**src/hw/rtl/array_edit_and_sort_engine_defines.svh**
```systemverilog
// Assertion macros for the array edit and sort engine.
// Used by the top level only; expects clk_i and rst_ni in scope.
`ifndef ARRAY_EDIT_AND_SORT_ENGINE_DEFINES_SVH
`define ARRAY_EDIT_AND_SORT_ENGINE_DEFINES_SVH

// A property that must hold at every clock edge out of reset.
`define AES_ASSERT(lbl, prop, msg) \
  lbl: assert property (@(posedge clk_i) disable iff (!rst_ni) prop) else $error(msg);

// A condition that must never be seen out of reset.
`define AES_NEVER(lbl, cond, msg) \
  lbl: assert property (@(posedge clk_i) disable iff (!rst_ni) !(cond)) else $error(msg);

`endif

```
**src/hw/rtl/aes_pkg.sv**
```systemverilog
// Shared types and constants for the array edit and sort engine.
// No dependencies.
package aes_pkg;

  localparam int unsigned CapacityDef = 64;
  localparam int unsigned CntW        = 7;
  localparam int unsigned IdxW        = 6;
  localparam int unsigned ValW        = 32;

  typedef enum logic [2:0] {
    OP_APPEND = 3'd0,
    OP_INSERT = 3'd1,
    OP_REMOVE = 3'd2,
    OP_EMIT   = 3'd3,
    OP_ROTATE = 3'd4,
    OP_SORT   = 3'd5
  } op_e;

  typedef enum logic [1:0] {
    ST_OK   = 2'd0,
    ST_FULL = 2'd1,
    ST_POS  = 2'd2
  } status_e;

  typedef enum logic [1:0] {
    WR_VAL = 2'd0,
    WR_RD  = 2'd1,
    WR_TMP = 2'd2
  } wr_sel_e;

  typedef struct packed {
    op_e                    op;
    logic signed [ValW-1:0] item_value;
    logic [CntW-1:0]        position;
  } in_item_t;

  typedef struct packed {
    logic signed [ValW-1:0] out_value;
    logic [IdxW-1:0]        out_index;
    logic [CntW-1:0]        removed_count;
    logic [CntW-1:0]        fill_after;
    status_e                status;
    logic                   last;
  } result_t;

  // Commands from the controller to the datapath.
  typedef struct packed {
    logic    val_ld;
    logic    rd_en;
    logic    wr_en;
    wr_sel_e wr_sel;
    logic    tmp_ld;
  } dp_cmd_t;

  // Comparison flags from the datapath.
  typedef struct packed {
    logic eq;
    logic gt;
  } dp_status_t;

endpackage

```
**src/hw/rtl/array_edit_and_sort_engine.sv**
```systemverilog
// Top level of the array edit and sort engine.
// Depends on aes_pkg, aes_controller, aes_datapath and the defines header.
//
//   Channel  Direction  Handshake               Payload
//   in       input      in_valid_i / in_stall_o   in_data_i  (in_item_t)
//   out      output     out_valid_o / out_stall_i out_data_o (result_t)
//
// One operation at a time; the single memory port sets the pace.
// Reset clears the fill count and control; the element memory is not cleared.
// A new transaction is taken while the last result waits; output stalls hold the sequencer.
`include "array_edit_and_sort_engine_defines.svh"

module array_edit_and_sort_engine
  import aes_pkg::*;
#(
  parameter int unsigned CAPACITY_ENTRIES = CapacityDef
) (
  input  logic     clk_i,
  input  logic     rst_ni,
  input  logic     in_valid_i,
  output logic     in_stall_o,
  input  in_item_t in_data_i,
  output logic     out_valid_o,
  input  logic     out_stall_i,
  output result_t  out_data_o
);

  localparam int unsigned AW = $clog2(CAPACITY_ENTRIES);

  dp_cmd_t                cmd;
  dp_status_t             dp_status;
  logic [AW-1:0]          rd_addr;
  logic [AW-1:0]          wr_addr;
  logic signed [ValW-1:0] rd_data;

  aes_controller #(
    .CAPACITY_ENTRIES(CAPACITY_ENTRIES)
  ) u_ctrl (
    .clk_i      (clk_i),
    .rst_ni     (rst_ni),
    .in_valid_i (in_valid_i),
    .in_stall_o (in_stall_o),
    .in_data_i  (in_data_i),
    .out_valid_o(out_valid_o),
    .out_stall_i(out_stall_i),
    .out_data_o (out_data_o),
    .cmd_o      (cmd),
    .rd_addr_o  (rd_addr),
    .wr_addr_o  (wr_addr),
    .rd_data_i  (rd_data),
    .status_i   (dp_status)
  );

  aes_datapath #(
    .CAPACITY_ENTRIES(CAPACITY_ENTRIES)
  ) u_dp (
    .clk_i     (clk_i),
    .rst_ni    (rst_ni),
    .cmd_i     (cmd),
    .rd_addr_i (rd_addr),
    .wr_addr_i (wr_addr),
    .in_value_i(in_data_i.item_value),
    .rd_data_o (rd_data),
    .status_o  (dp_status)
  );

  // The fill count never exceeds the capacity.
  `AES_NEVER(a_fill_cap, out_valid_o && (out_data_o.fill_after > 7'(CAPACITY_ENTRIES)), "fill above capacity")
  // An accepted transaction makes the block busy on the next cycle.
  `AES_ASSERT(a_busy_after_accept, (in_valid_i && !in_stall_o) |=> in_stall_o, "not busy after accept")
  // An error result is a closing result with nothing removed.
  `AES_ASSERT(a_err_result, (out_valid_o && (out_data_o.status != ST_OK)) |-> (out_data_o.last && (out_data_o.removed_count == 7'd0)), "malformed error result")

endmodule

```
**src/hw/rtl/aes_datapath.sv**
```systemverilog
// Datapath: element memory, held operand and comparators.
// Depends on aes_pkg.
module aes_datapath
  import aes_pkg::*;
#(
  parameter int unsigned CAPACITY_ENTRIES = CapacityDef,
  localparam int unsigned AW = $clog2(CAPACITY_ENTRIES)
) (
  input  logic                   clk_i,
  input  logic                   rst_ni,
  input  dp_cmd_t                cmd_i,
  input  logic [AW-1:0]          rd_addr_i,
  input  logic [AW-1:0]          wr_addr_i,
  input  logic signed [ValW-1:0] in_value_i,
  output logic signed [ValW-1:0] rd_data_o,
  output dp_status_t             status_o
);

  logic signed [ValW-1:0] mem_q [CAPACITY_ENTRIES];
  logic signed [ValW-1:0] rd_data_q;
  logic signed [ValW-1:0] val_q;
  logic signed [ValW-1:0] tmp_q;
  logic signed [ValW-1:0] wr_data;
  logic                   unused_rst;

  assign unused_rst = rst_ni;

  // Write data selection.
  always_comb begin
    case (cmd_i.wr_sel)
      WR_VAL:  wr_data = val_q;
      WR_RD:   wr_data = rd_data_q;
      WR_TMP:  wr_data = tmp_q;
      default: wr_data = val_q;
    endcase
  end

  // Element memory with a registered read port.
  always_ff @(posedge clk_i) begin
    if (cmd_i.wr_en) begin
      mem_q[wr_addr_i] <= wr_data;
    end
    if (cmd_i.rd_en) begin
      rd_data_q <= mem_q[rd_addr_i];
    end
  end

  // Operand and held-element registers.
  always_ff @(posedge clk_i) begin
    if (cmd_i.val_ld) begin
      val_q <= in_value_i;
    end
    if (cmd_i.tmp_ld) begin
      tmp_q <= rd_data_q;
    end
  end

  assign rd_data_o   = rd_data_q;
  assign status_o.eq = (rd_data_q == val_q);
  assign status_o.gt = (rd_data_q > tmp_q);

endmodule

```
**src/hw/rtl/aes_controller.sv**
```systemverilog
// Controller: operation sequencer, counters and output register.
// Depends on aes_pkg.
module aes_controller
  import aes_pkg::*;
#(
  parameter int unsigned CAPACITY_ENTRIES = CapacityDef,
  localparam int unsigned AW = $clog2(CAPACITY_ENTRIES)
) (
  input  logic                   clk_i,
  input  logic                   rst_ni,
  input  logic                   in_valid_i,
  output logic                   in_stall_o,
  input  in_item_t               in_data_i,
  output logic                   out_valid_o,
  input  logic                   out_stall_i,
  output result_t                out_data_o,
  output dp_cmd_t                cmd_o,
  output logic [AW-1:0]          rd_addr_o,
  output logic [AW-1:0]          wr_addr_o,
  input  logic signed [ValW-1:0] rd_data_i,
  input  dp_status_t             status_i
);

  typedef enum logic [15:0] {
    S_IDLE     = 16'h0001,
    S_START    = 16'h0002,
    S_INS_RD   = 16'h0004,
    S_INS_WR   = 16'h0008,
    S_REM_RD   = 16'h0010,
    S_REM_WR   = 16'h0020,
    S_EMIT_RD  = 16'h0040,
    S_EMIT_OUT = 16'h0080,
    S_ROT_LD   = 16'h0100,
    S_ROT_RD   = 16'h0200,
    S_ROT_WR   = 16'h0400,
    S_SRT_RDX  = 16'h0800,
    S_SRT_LDX  = 16'h1000,
    S_SRT_CRD  = 16'h2000,
    S_SRT_CMP  = 16'h4000,
    S_FINISH   = 16'h8000
  } state_e;

  localparam logic [CntW-1:0] Cap = CntW'(CAPACITY_ENTRIES);
  localparam logic [CntW-1:0] One = CntW'(1);
  localparam logic [CntW-1:0] Two = CntW'(2);

  state_e          state_q, state_d;
  op_e             op_q, op_d;
  status_e         st_q, st_d;
  logic [CntW-1:0] pos_q, pos_d;
  logic [CntW-1:0] fill_q, fill_d;
  logic [CntW-1:0] i_q, i_d;
  logic [CntW-1:0] j_q, j_d;
  logic [CntW-1:0] rem_q, rem_d;
  logic [CntW-1:0] i_m1, j_m1, fill_m1, rd_idx, wr_idx;
  logic            out_valid_q, out_valid_d;
  result_t         out_q, out_d;
  logic            out_free;
  logic            emit_last;

  assign i_m1      = i_q - One;
  assign j_m1      = j_q - One;
  assign fill_m1   = fill_q - One;
  assign out_free  = !out_valid_q || !out_stall_i;
  assign emit_last = ((i_q + One) == fill_q);
  assign rd_addr_o = rd_idx[AW-1:0];
  assign wr_addr_o = wr_idx[AW-1:0];

  // Sequencer.
  always_comb begin
    state_d     = state_q;
    op_d        = op_q;
    st_d        = st_q;
    pos_d       = pos_q;
    fill_d      = fill_q;
    i_d         = i_q;
    j_d         = j_q;
    rem_d       = rem_q;
    out_valid_d = out_valid_q && out_stall_i;
    out_d       = out_q;
    cmd_o       = '{val_ld: 1'b0, rd_en: 1'b0, wr_en: 1'b0, wr_sel: WR_VAL, tmp_ld: 1'b0};
    rd_idx      = i_q;
    wr_idx      = i_q;
    in_stall_o  = (state_q != S_IDLE);

    unique case (state_q)
      S_IDLE: begin
        if (in_valid_i) begin
          op_d         = in_data_i.op;
          pos_d        = in_data_i.position;
          cmd_o.val_ld = 1'b1;
          state_d      = S_START;
        end
      end
      S_START: begin
        st_d    = ST_OK;
        rem_d   = '0;
        state_d = S_FINISH;
        case (op_q)
          OP_APPEND: begin
            if (fill_q == Cap) begin
              st_d = ST_FULL;
            end else begin
              cmd_o.wr_en = 1'b1;
              wr_idx      = fill_q;
              fill_d      = fill_q + One;
            end
          end
          OP_INSERT: begin
            if (fill_q == Cap) begin
              st_d = ST_FULL;
            end else if (pos_q > fill_q) begin
              st_d = ST_POS;
            end else begin
              i_d     = fill_q;
              state_d = S_INS_RD;
            end
          end
          OP_REMOVE: begin
            i_d     = '0;
            j_d     = '0;
            state_d = S_REM_RD;
          end
          OP_EMIT: begin
            i_d = '0;
            if (fill_q != '0) begin
              state_d = S_EMIT_RD;
            end
          end
          OP_ROTATE: begin
            if (fill_q >= Two) begin
              cmd_o.rd_en = 1'b1;
              rd_idx      = fill_m1;
              state_d     = S_ROT_LD;
            end
          end
          OP_SORT: begin
            if (fill_q >= Two) begin
              i_d     = One;
              state_d = S_SRT_RDX;
            end
          end
          default: state_d = S_FINISH;
        endcase
      end
      // Insert: move entries up from the top, then place the value.
      S_INS_RD: begin
        if (i_q > pos_q) begin
          cmd_o.rd_en = 1'b1;
          rd_idx      = i_m1;
          state_d     = S_INS_WR;
        end else begin
          cmd_o.wr_en = 1'b1;
          wr_idx      = pos_q;
          fill_d      = fill_q + One;
          state_d     = S_FINISH;
        end
      end
      S_INS_WR: begin
        cmd_o.wr_en  = 1'b1;
        cmd_o.wr_sel = WR_RD;
        i_d          = i_m1;
        state_d      = S_INS_RD;
      end
      // Remove: compact the entries that differ from the value.
      S_REM_RD: begin
        if (i_q < fill_q) begin
          cmd_o.rd_en = 1'b1;
          state_d     = S_REM_WR;
        end else begin
          fill_d  = j_q;
          state_d = S_FINISH;
        end
      end
      S_REM_WR: begin
        if (status_i.eq) begin
          rem_d = rem_q + One;
        end else begin
          cmd_o.wr_en  = 1'b1;
          cmd_o.wr_sel = WR_RD;
          wr_idx       = j_q;
          j_d          = j_q + One;
        end
        i_d     = i_q + One;
        state_d = S_REM_RD;
      end
      // Emit: one result per entry.
      S_EMIT_RD: begin
        cmd_o.rd_en = 1'b1;
        state_d     = S_EMIT_OUT;
      end
      S_EMIT_OUT: begin
        if (out_free) begin
          out_valid_d         = 1'b1;
          out_d.out_value     = rd_data_i;
          out_d.out_index     = i_q[IdxW-1:0];
          out_d.removed_count = '0;
          out_d.fill_after    = fill_q;
          out_d.status        = ST_OK;
          out_d.last          = emit_last;
          i_d                 = i_q + One;
          state_d             = emit_last ? S_IDLE : S_EMIT_RD;
        end
      end
      // Rotate: hold the top entry, move the rest up, place it at the bottom.
      S_ROT_LD: begin
        cmd_o.tmp_ld = 1'b1;
        i_d          = fill_m1;
        state_d      = S_ROT_RD;
      end
      S_ROT_RD: begin
        if (i_q != '0) begin
          cmd_o.rd_en = 1'b1;
          rd_idx      = i_m1;
          state_d     = S_ROT_WR;
        end else begin
          cmd_o.wr_en  = 1'b1;
          cmd_o.wr_sel = WR_TMP;
          wr_idx       = '0;
          state_d      = S_FINISH;
        end
      end
      S_ROT_WR: begin
        cmd_o.wr_en  = 1'b1;
        cmd_o.wr_sel = WR_RD;
        i_d          = i_m1;
        state_d      = S_ROT_RD;
      end
      // Sort: insertion sort, one element fetched per pass and compared with the entries below it.
      S_SRT_RDX: begin
        if (i_q < fill_q) begin
          cmd_o.rd_en = 1'b1;
          state_d     = S_SRT_LDX;
        end else begin
          state_d = S_FINISH;
        end
      end
      S_SRT_LDX: begin
        cmd_o.tmp_ld = 1'b1;
        j_d          = i_q;
        state_d      = S_SRT_CRD;
      end
      S_SRT_CRD: begin
        if (j_q != '0) begin
          cmd_o.rd_en = 1'b1;
          rd_idx      = j_m1;
          state_d     = S_SRT_CMP;
        end else begin
          cmd_o.wr_en  = 1'b1;
          cmd_o.wr_sel = WR_TMP;
          wr_idx       = j_q;
          i_d          = i_q + One;
          state_d      = S_SRT_RDX;
        end
      end
      S_SRT_CMP: begin
        cmd_o.wr_en = 1'b1;
        wr_idx      = j_q;
        if (status_i.gt) begin
          cmd_o.wr_sel = WR_RD;
          j_d          = j_m1;
          state_d      = S_SRT_CRD;
        end else begin
          cmd_o.wr_sel = WR_TMP;
          i_d          = i_q + One;
          state_d      = S_SRT_RDX;
        end
      end
      // Single closing result for every operation but a non-empty emit.
      S_FINISH: begin
        if (out_free) begin
          out_valid_d         = 1'b1;
          out_d.out_value     = '0;
          out_d.out_index     = '0;
          out_d.removed_count = rem_q;
          out_d.fill_after    = fill_q;
          out_d.status        = st_q;
          out_d.last          = 1'b1;
          state_d             = S_IDLE;
        end
      end
      default: state_d = S_IDLE;
    endcase
  end

  // Control registers.
  always_ff @(posedge clk_i or negedge rst_ni) begin
    if (!rst_ni) begin
      state_q     <= S_IDLE;
      fill_q      <= '0;
      out_valid_q <= 1'b0;
    end else begin
      state_q     <= state_d;
      fill_q      <= fill_d;
      out_valid_q <= out_valid_d;
    end
  end

  // Working registers.
  always_ff @(posedge clk_i) begin
    op_q  <= op_d;
    st_q  <= st_d;
    pos_q <= pos_d;
    i_q   <= i_d;
    j_q   <= j_d;
    rem_q <= rem_d;
    out_q <= out_d;
  end

  assign out_valid_o = out_valid_q;
  assign out_data_o  = out_q;

endmodule
```
**config.mk**
```make
export PLATFORM = sky130hd
export DESIGN_NAME = array_edit_and_sort_engine
export DESIGN_NICKNAME = d
export VERILOG_FILES = /design/src/hw/rtl/aes_pkg.sv /design/src/hw/rtl/array_edit_and_sort_engine.sv /design/src/hw/rtl/aes_datapath.sv /design/src/hw/rtl/aes_controller.sv
export VERILOG_INCLUDE_DIRS = /design/src /design/src/hw/rtl
export SDC_FILE = /design/constraint.sdc
export NUM_CORES = 2
export LEC_CHECK = 0
export BUFFER_PORTS_ARGS = -buffer_cell sky130_fd_sc_hd__buf_4
export CORE_MARGIN = 3
export CORE_UTILIZATION = 55
export CTS_CLUSTER_SIZE = 10
export DETAILED_ROUTE_END_ITERATION = 8
export GPL_ROUTABILITY_DRIVEN = 0
export HOLD_SLACK_MARGIN = 0.05
export PLACE_DENSITY = 0.67
export SLEW_MARGIN = 5
export SYNTH_ARGS = -nofsm -noshare
export SYNTH_HDL_FRONTEND = slang
export SYNTH_HIERARCHICAL = 1
export SYNTH_SLANG_ARGS = --single-unit
export TNS_END_PERCENT = 10
```
**constraint.sdc**
```tcl
create_clock -name clk_i -period 13.25 [get_ports clk_i]
set_input_delay 0.6625 -clock clk_i [delete_from_list [all_inputs] [get_ports clk_i]]
set_output_delay 0.6625 -clock clk_i [all_outputs]
set_load 0.02 [all_outputs]
```
==> flow_summary.ini <==
[final_layout]
num-nets-final = 4683
register_area_um2 = 67600
fillers = 10690
fin_cells = 6772
syn2layout_area_growth_pct = 13.8
drive_above_1_share = 0.273
multiInputGateArea_um2 = 21300
stdcell_area_um2 = 102000

[yosys]
synth_area_leaders = edfxtp_1 75%, mux4_2 15%, ha_1 0.91%, mux2i_1 0.87%, nor2_1 0.69%
syn_inst = 4223
yosysTopAreaCellShare = 0.751
yosys.area.top_type = edfxtp_1
syn_nets = 4334
synth_edf_count = 2232
avgSynthCellArea_um2 = 21.1
synth_ff_type = edfxtp_1
syn-cell-area_um2 = 89300
synth-seq-area-share = 0.757
async_flop_share = 0.0106
yosysWarnings = 6
ys_ff_latch = 2256
yosysUniqueCellTypes = 71

[clocking]
root_buffer = clkbuf_16
clock_path_buffers = 4
htree_levels = 5
cts_tree = done
cts_resized = 0
cts_buffers = 278
clk_pin_slew_ps = 60
cts_num_sinks = 2256
clock_latency_ps = 900

[sta]
tightest_slew_ps = 1290
maxSlewViolCount = 0
setup_viol = 0
finalCriticalPeriod_ps = 7420
rsz0062_at_grt = false
tns_ps = 0
fin_crit_sh = 0.560
final.setup_skew_ps = 43.0
maxSlewHeadroom = 0.135
timing.fmax_mhz = 135
hold_viol = 0
worst_slack_ps = 5830

[power]
p_per_area_nw_per_um2 = 184
p_leak_nw = 32.5
seqPwrFrac = 0.454
power_frac_clock = 0.343
p_sw_frac = 0.274
ir_drop_mv = 0.159
p_int_w = 0.0136
p_switching_w = 0.00514
p_comb_frac = 0.203

[grt]
track_usage = 0.287
antenna_found_initial = 9
grt_pass1_vias = 45085
grt_max_degree = 127
grt_remaining_overflow = 0
grt_pass1_wl_mm = 338

[worst_setup_path]
worstReg2RegStart = u_ctrl/state_q[4]$_DFFE_PN0P_
crit_fanout = 51
cp-start-kind = flip-flop
slowest_delay_ps = 860
worst_path_most_repeated_cell = buf_4
end_kind = flip-flop
worstPathRequired_ps = 13870
startpoint = u_ctrl/state_q[4]$_DFFE_PN0P_
crit_type = reg -> reg
critPathArrivalTime_ps = 8040
crit_slowest_cell = nor4_1
crit_chain = or4_1 -> nor4_1 -> and2_1 -> a21oi_1 -> o211ai_1 -> buf_4 -> buf_4 -> buf_4 -> mux4_2 -> nand2b_1 -> a31oi_1 -> o21ai_0 -> o22ai_1 -> nor2_1

[placed_design]
dp_hpwl_mm = 132
dpl_worst_slack_ps = 5910
port_buffers = 102
dp.cells = 6407
post_dp_cell_area_um2 = 93800

[hold_path]
hold_path.class = in -> async

[flow_run]
cap_violations = 0

[drt]
drc = 0
wl_mm = 237
dr.pass1.iters = 7
via_per_inst = 6.76
drtIter0Drc = 6889
drtAntennaViolNets = 0
wl_per_cell_um = 35.1
vias = 45762

[status]
status = finished, final reports clean

[die]
io_pins = 103
die_y_um = 409
core_um2 = 161000
start_util = 0.555
die-area_um2 = 167000
std_cell_rows = 147
fp.dieW_um = 409
-- area by class of cell --
cell class,instances,area share
multi-input cells,1680,0.210
clock buffers,308,0.0718
flip-flops and latches,2256,0.665
inverters,64,0.00241
repair buffers,292,0.0235
diodes,2,0.0000492
well taps,2160,0.0266
clock inverters,10,0.000529
-- logic make-up after synthesis --
logic type / Yosys count / share of synthesized area
AOI/OAI and AO/OA: 341 / 0.0254
xor gates and xnor gates: 70 / 0.00687
adders and majority gates: 65 / 0.00911
buffers and inverters: 287 / 0.0142
DFF: 2256 / 0.757
muxes: 667 / 0.157
and+or+nand+nor: 537 / 0.0299
-- critical path, delay by kind of cell, from the launching register on --
family | cells | cell delay (ps)
DFF | 1 | 450
AOI/OAI and AO/OA | 5 | 1670
muxes | 1 | 580
buffers and inverters | 3 | 2220
and+or+nand+nor | 5 | 2130
-- power groups by stage --
stage | Combinational, W | Sequential, W | Clock, W
final | 0.00380 | 0.00850 | 0.00642
after floorplan | 0.00229 | 0.00865 | 0
after CTS | 0.00379 | 0.00850 | 0.00653
after detailed placement | 0.00377 | 0.00864 | 0
after global routing | 0.00399 | 0.00850 | 0.00682
after global placement | 0.00371 | 0.00864 | 0
-- through the flow --
step | hold slack, ps | power (W) | utilization
2_1_floorplan | 367 | 0.0109 | -
3_3_place_gp | 554 | 0.0124 | 0.583
3_5_place_dp | 553 | 0.0124 | 0.583
4_1_cts | 197 | 0.0188 | 0.632
5_1_grt | 254 | 0.0193 | 0.632
6_report | 247 | 0.0187 | 0.632
-- sequential cells by signal, indices dropped and copies added (netlist names), 7 cells and up --
| register | cells |
|---|---|
| u_ctrl/pos_q | 7 |
| u_ctrl/rem_q | 7 |
| u_dp/mem_q | 2048 |
| u_dp/val_q | 32 |
| u_dp/tmp_q | 32 |
| u_ctrl/j_q | 7 |
| u_ctrl/out_data_o | 55 |
| u_ctrl/i_q | 7 |
| u_ctrl/state_q | 16 |
| u_ctrl/fill_q | 7 |
| u_dp/rd_data_o | 32 |
-- layout by cell type, fill, tap and decap left out, types with 8 or more instances in the layout --
cell type / count
a31oi_1: 9
clkbuf_1: 19
a21oi_1: 45
o211ai_1: 25
and2_1: 41
nand3_1: 50
mux2i_1: 78
nor2_1: 101
nor4_1: 21
xnor2_1: 26
a22oi_1: 69
o21ai_0: 28
edfxtp_1: 2232
nand4_1: 21
nor3_1: 24
ha_1: 64
nand2b_1: 36
o22ai_1: 61
mux4_2: 588
clkbuf_16: 289
nand2_1: 104
or4_1: 8
nor2b_1: 8
buf_4: 240
and3_1: 17
inv_1: 63
o21ai_4: 34
dlygate4sd3_1: 45
dfrtp_1: 23
xor2_1: 44
nor2_4: 62
-- per-layer routing --
metal / wire length, um / track usage / up-vias
li1: - / - / 18252
met5: 27 / 0 / -
met1: 90700 / 0.417 / 24276
met4: 8950 / 0.102 / 4
met2: 111000 / 0.437 / 2807
met3: 26600 / 0.0643 / 423
-- worst paths after layout --
check,endpoint,slack (ps),depth (start not counted)
setup / recovery,u_dp/rd_data_o[12]$_DFFE_PP_,5830,14
hold / removal,u_ctrl/fill_q[6]$_DFFE_PN0P_,250,2
setup reg to reg,u_dp/rd_data_o[12]$_DFFE_PP_,5830,14
hold reg to reg,u_ctrl/out_data_o[1]$_SDFFCE_PP0P_,580,1
max in group asynchronous,u_ctrl/state_q[0]$_DFFE_PN1P_,12690,2
min in group clk_i,u_dp/val_q[11]$_DFFE_PP_,500,2
-- cells in the mapped netlist, drive strengths merged (7+ instances only) --
cell type	number
or4	9
nor2	163
o21ai	69
edfxtp	2232
a21oi	46
and2	42
nand3	52
o22ai	61
nor3	28
nand2	104
ha	65
a22oi	71
inv	63
xnor2	26
a31oi	9
nand2b	36
a21o	7
nand4	21
buf	113
dfrtp	23
nor4	21
mux2i	78
mux4	588
and3	17
xor2	44
nor2b	10
clkbuf	110
o211ai	26
-- repair_timing --
action,4_1_cts,5_1_grt
buffers inserted,0,0
endpoints found under the hold margin,68,0
setup endpoints to repair,0,0
hold buffers,45,0
(Power assumes the default switching activity.)
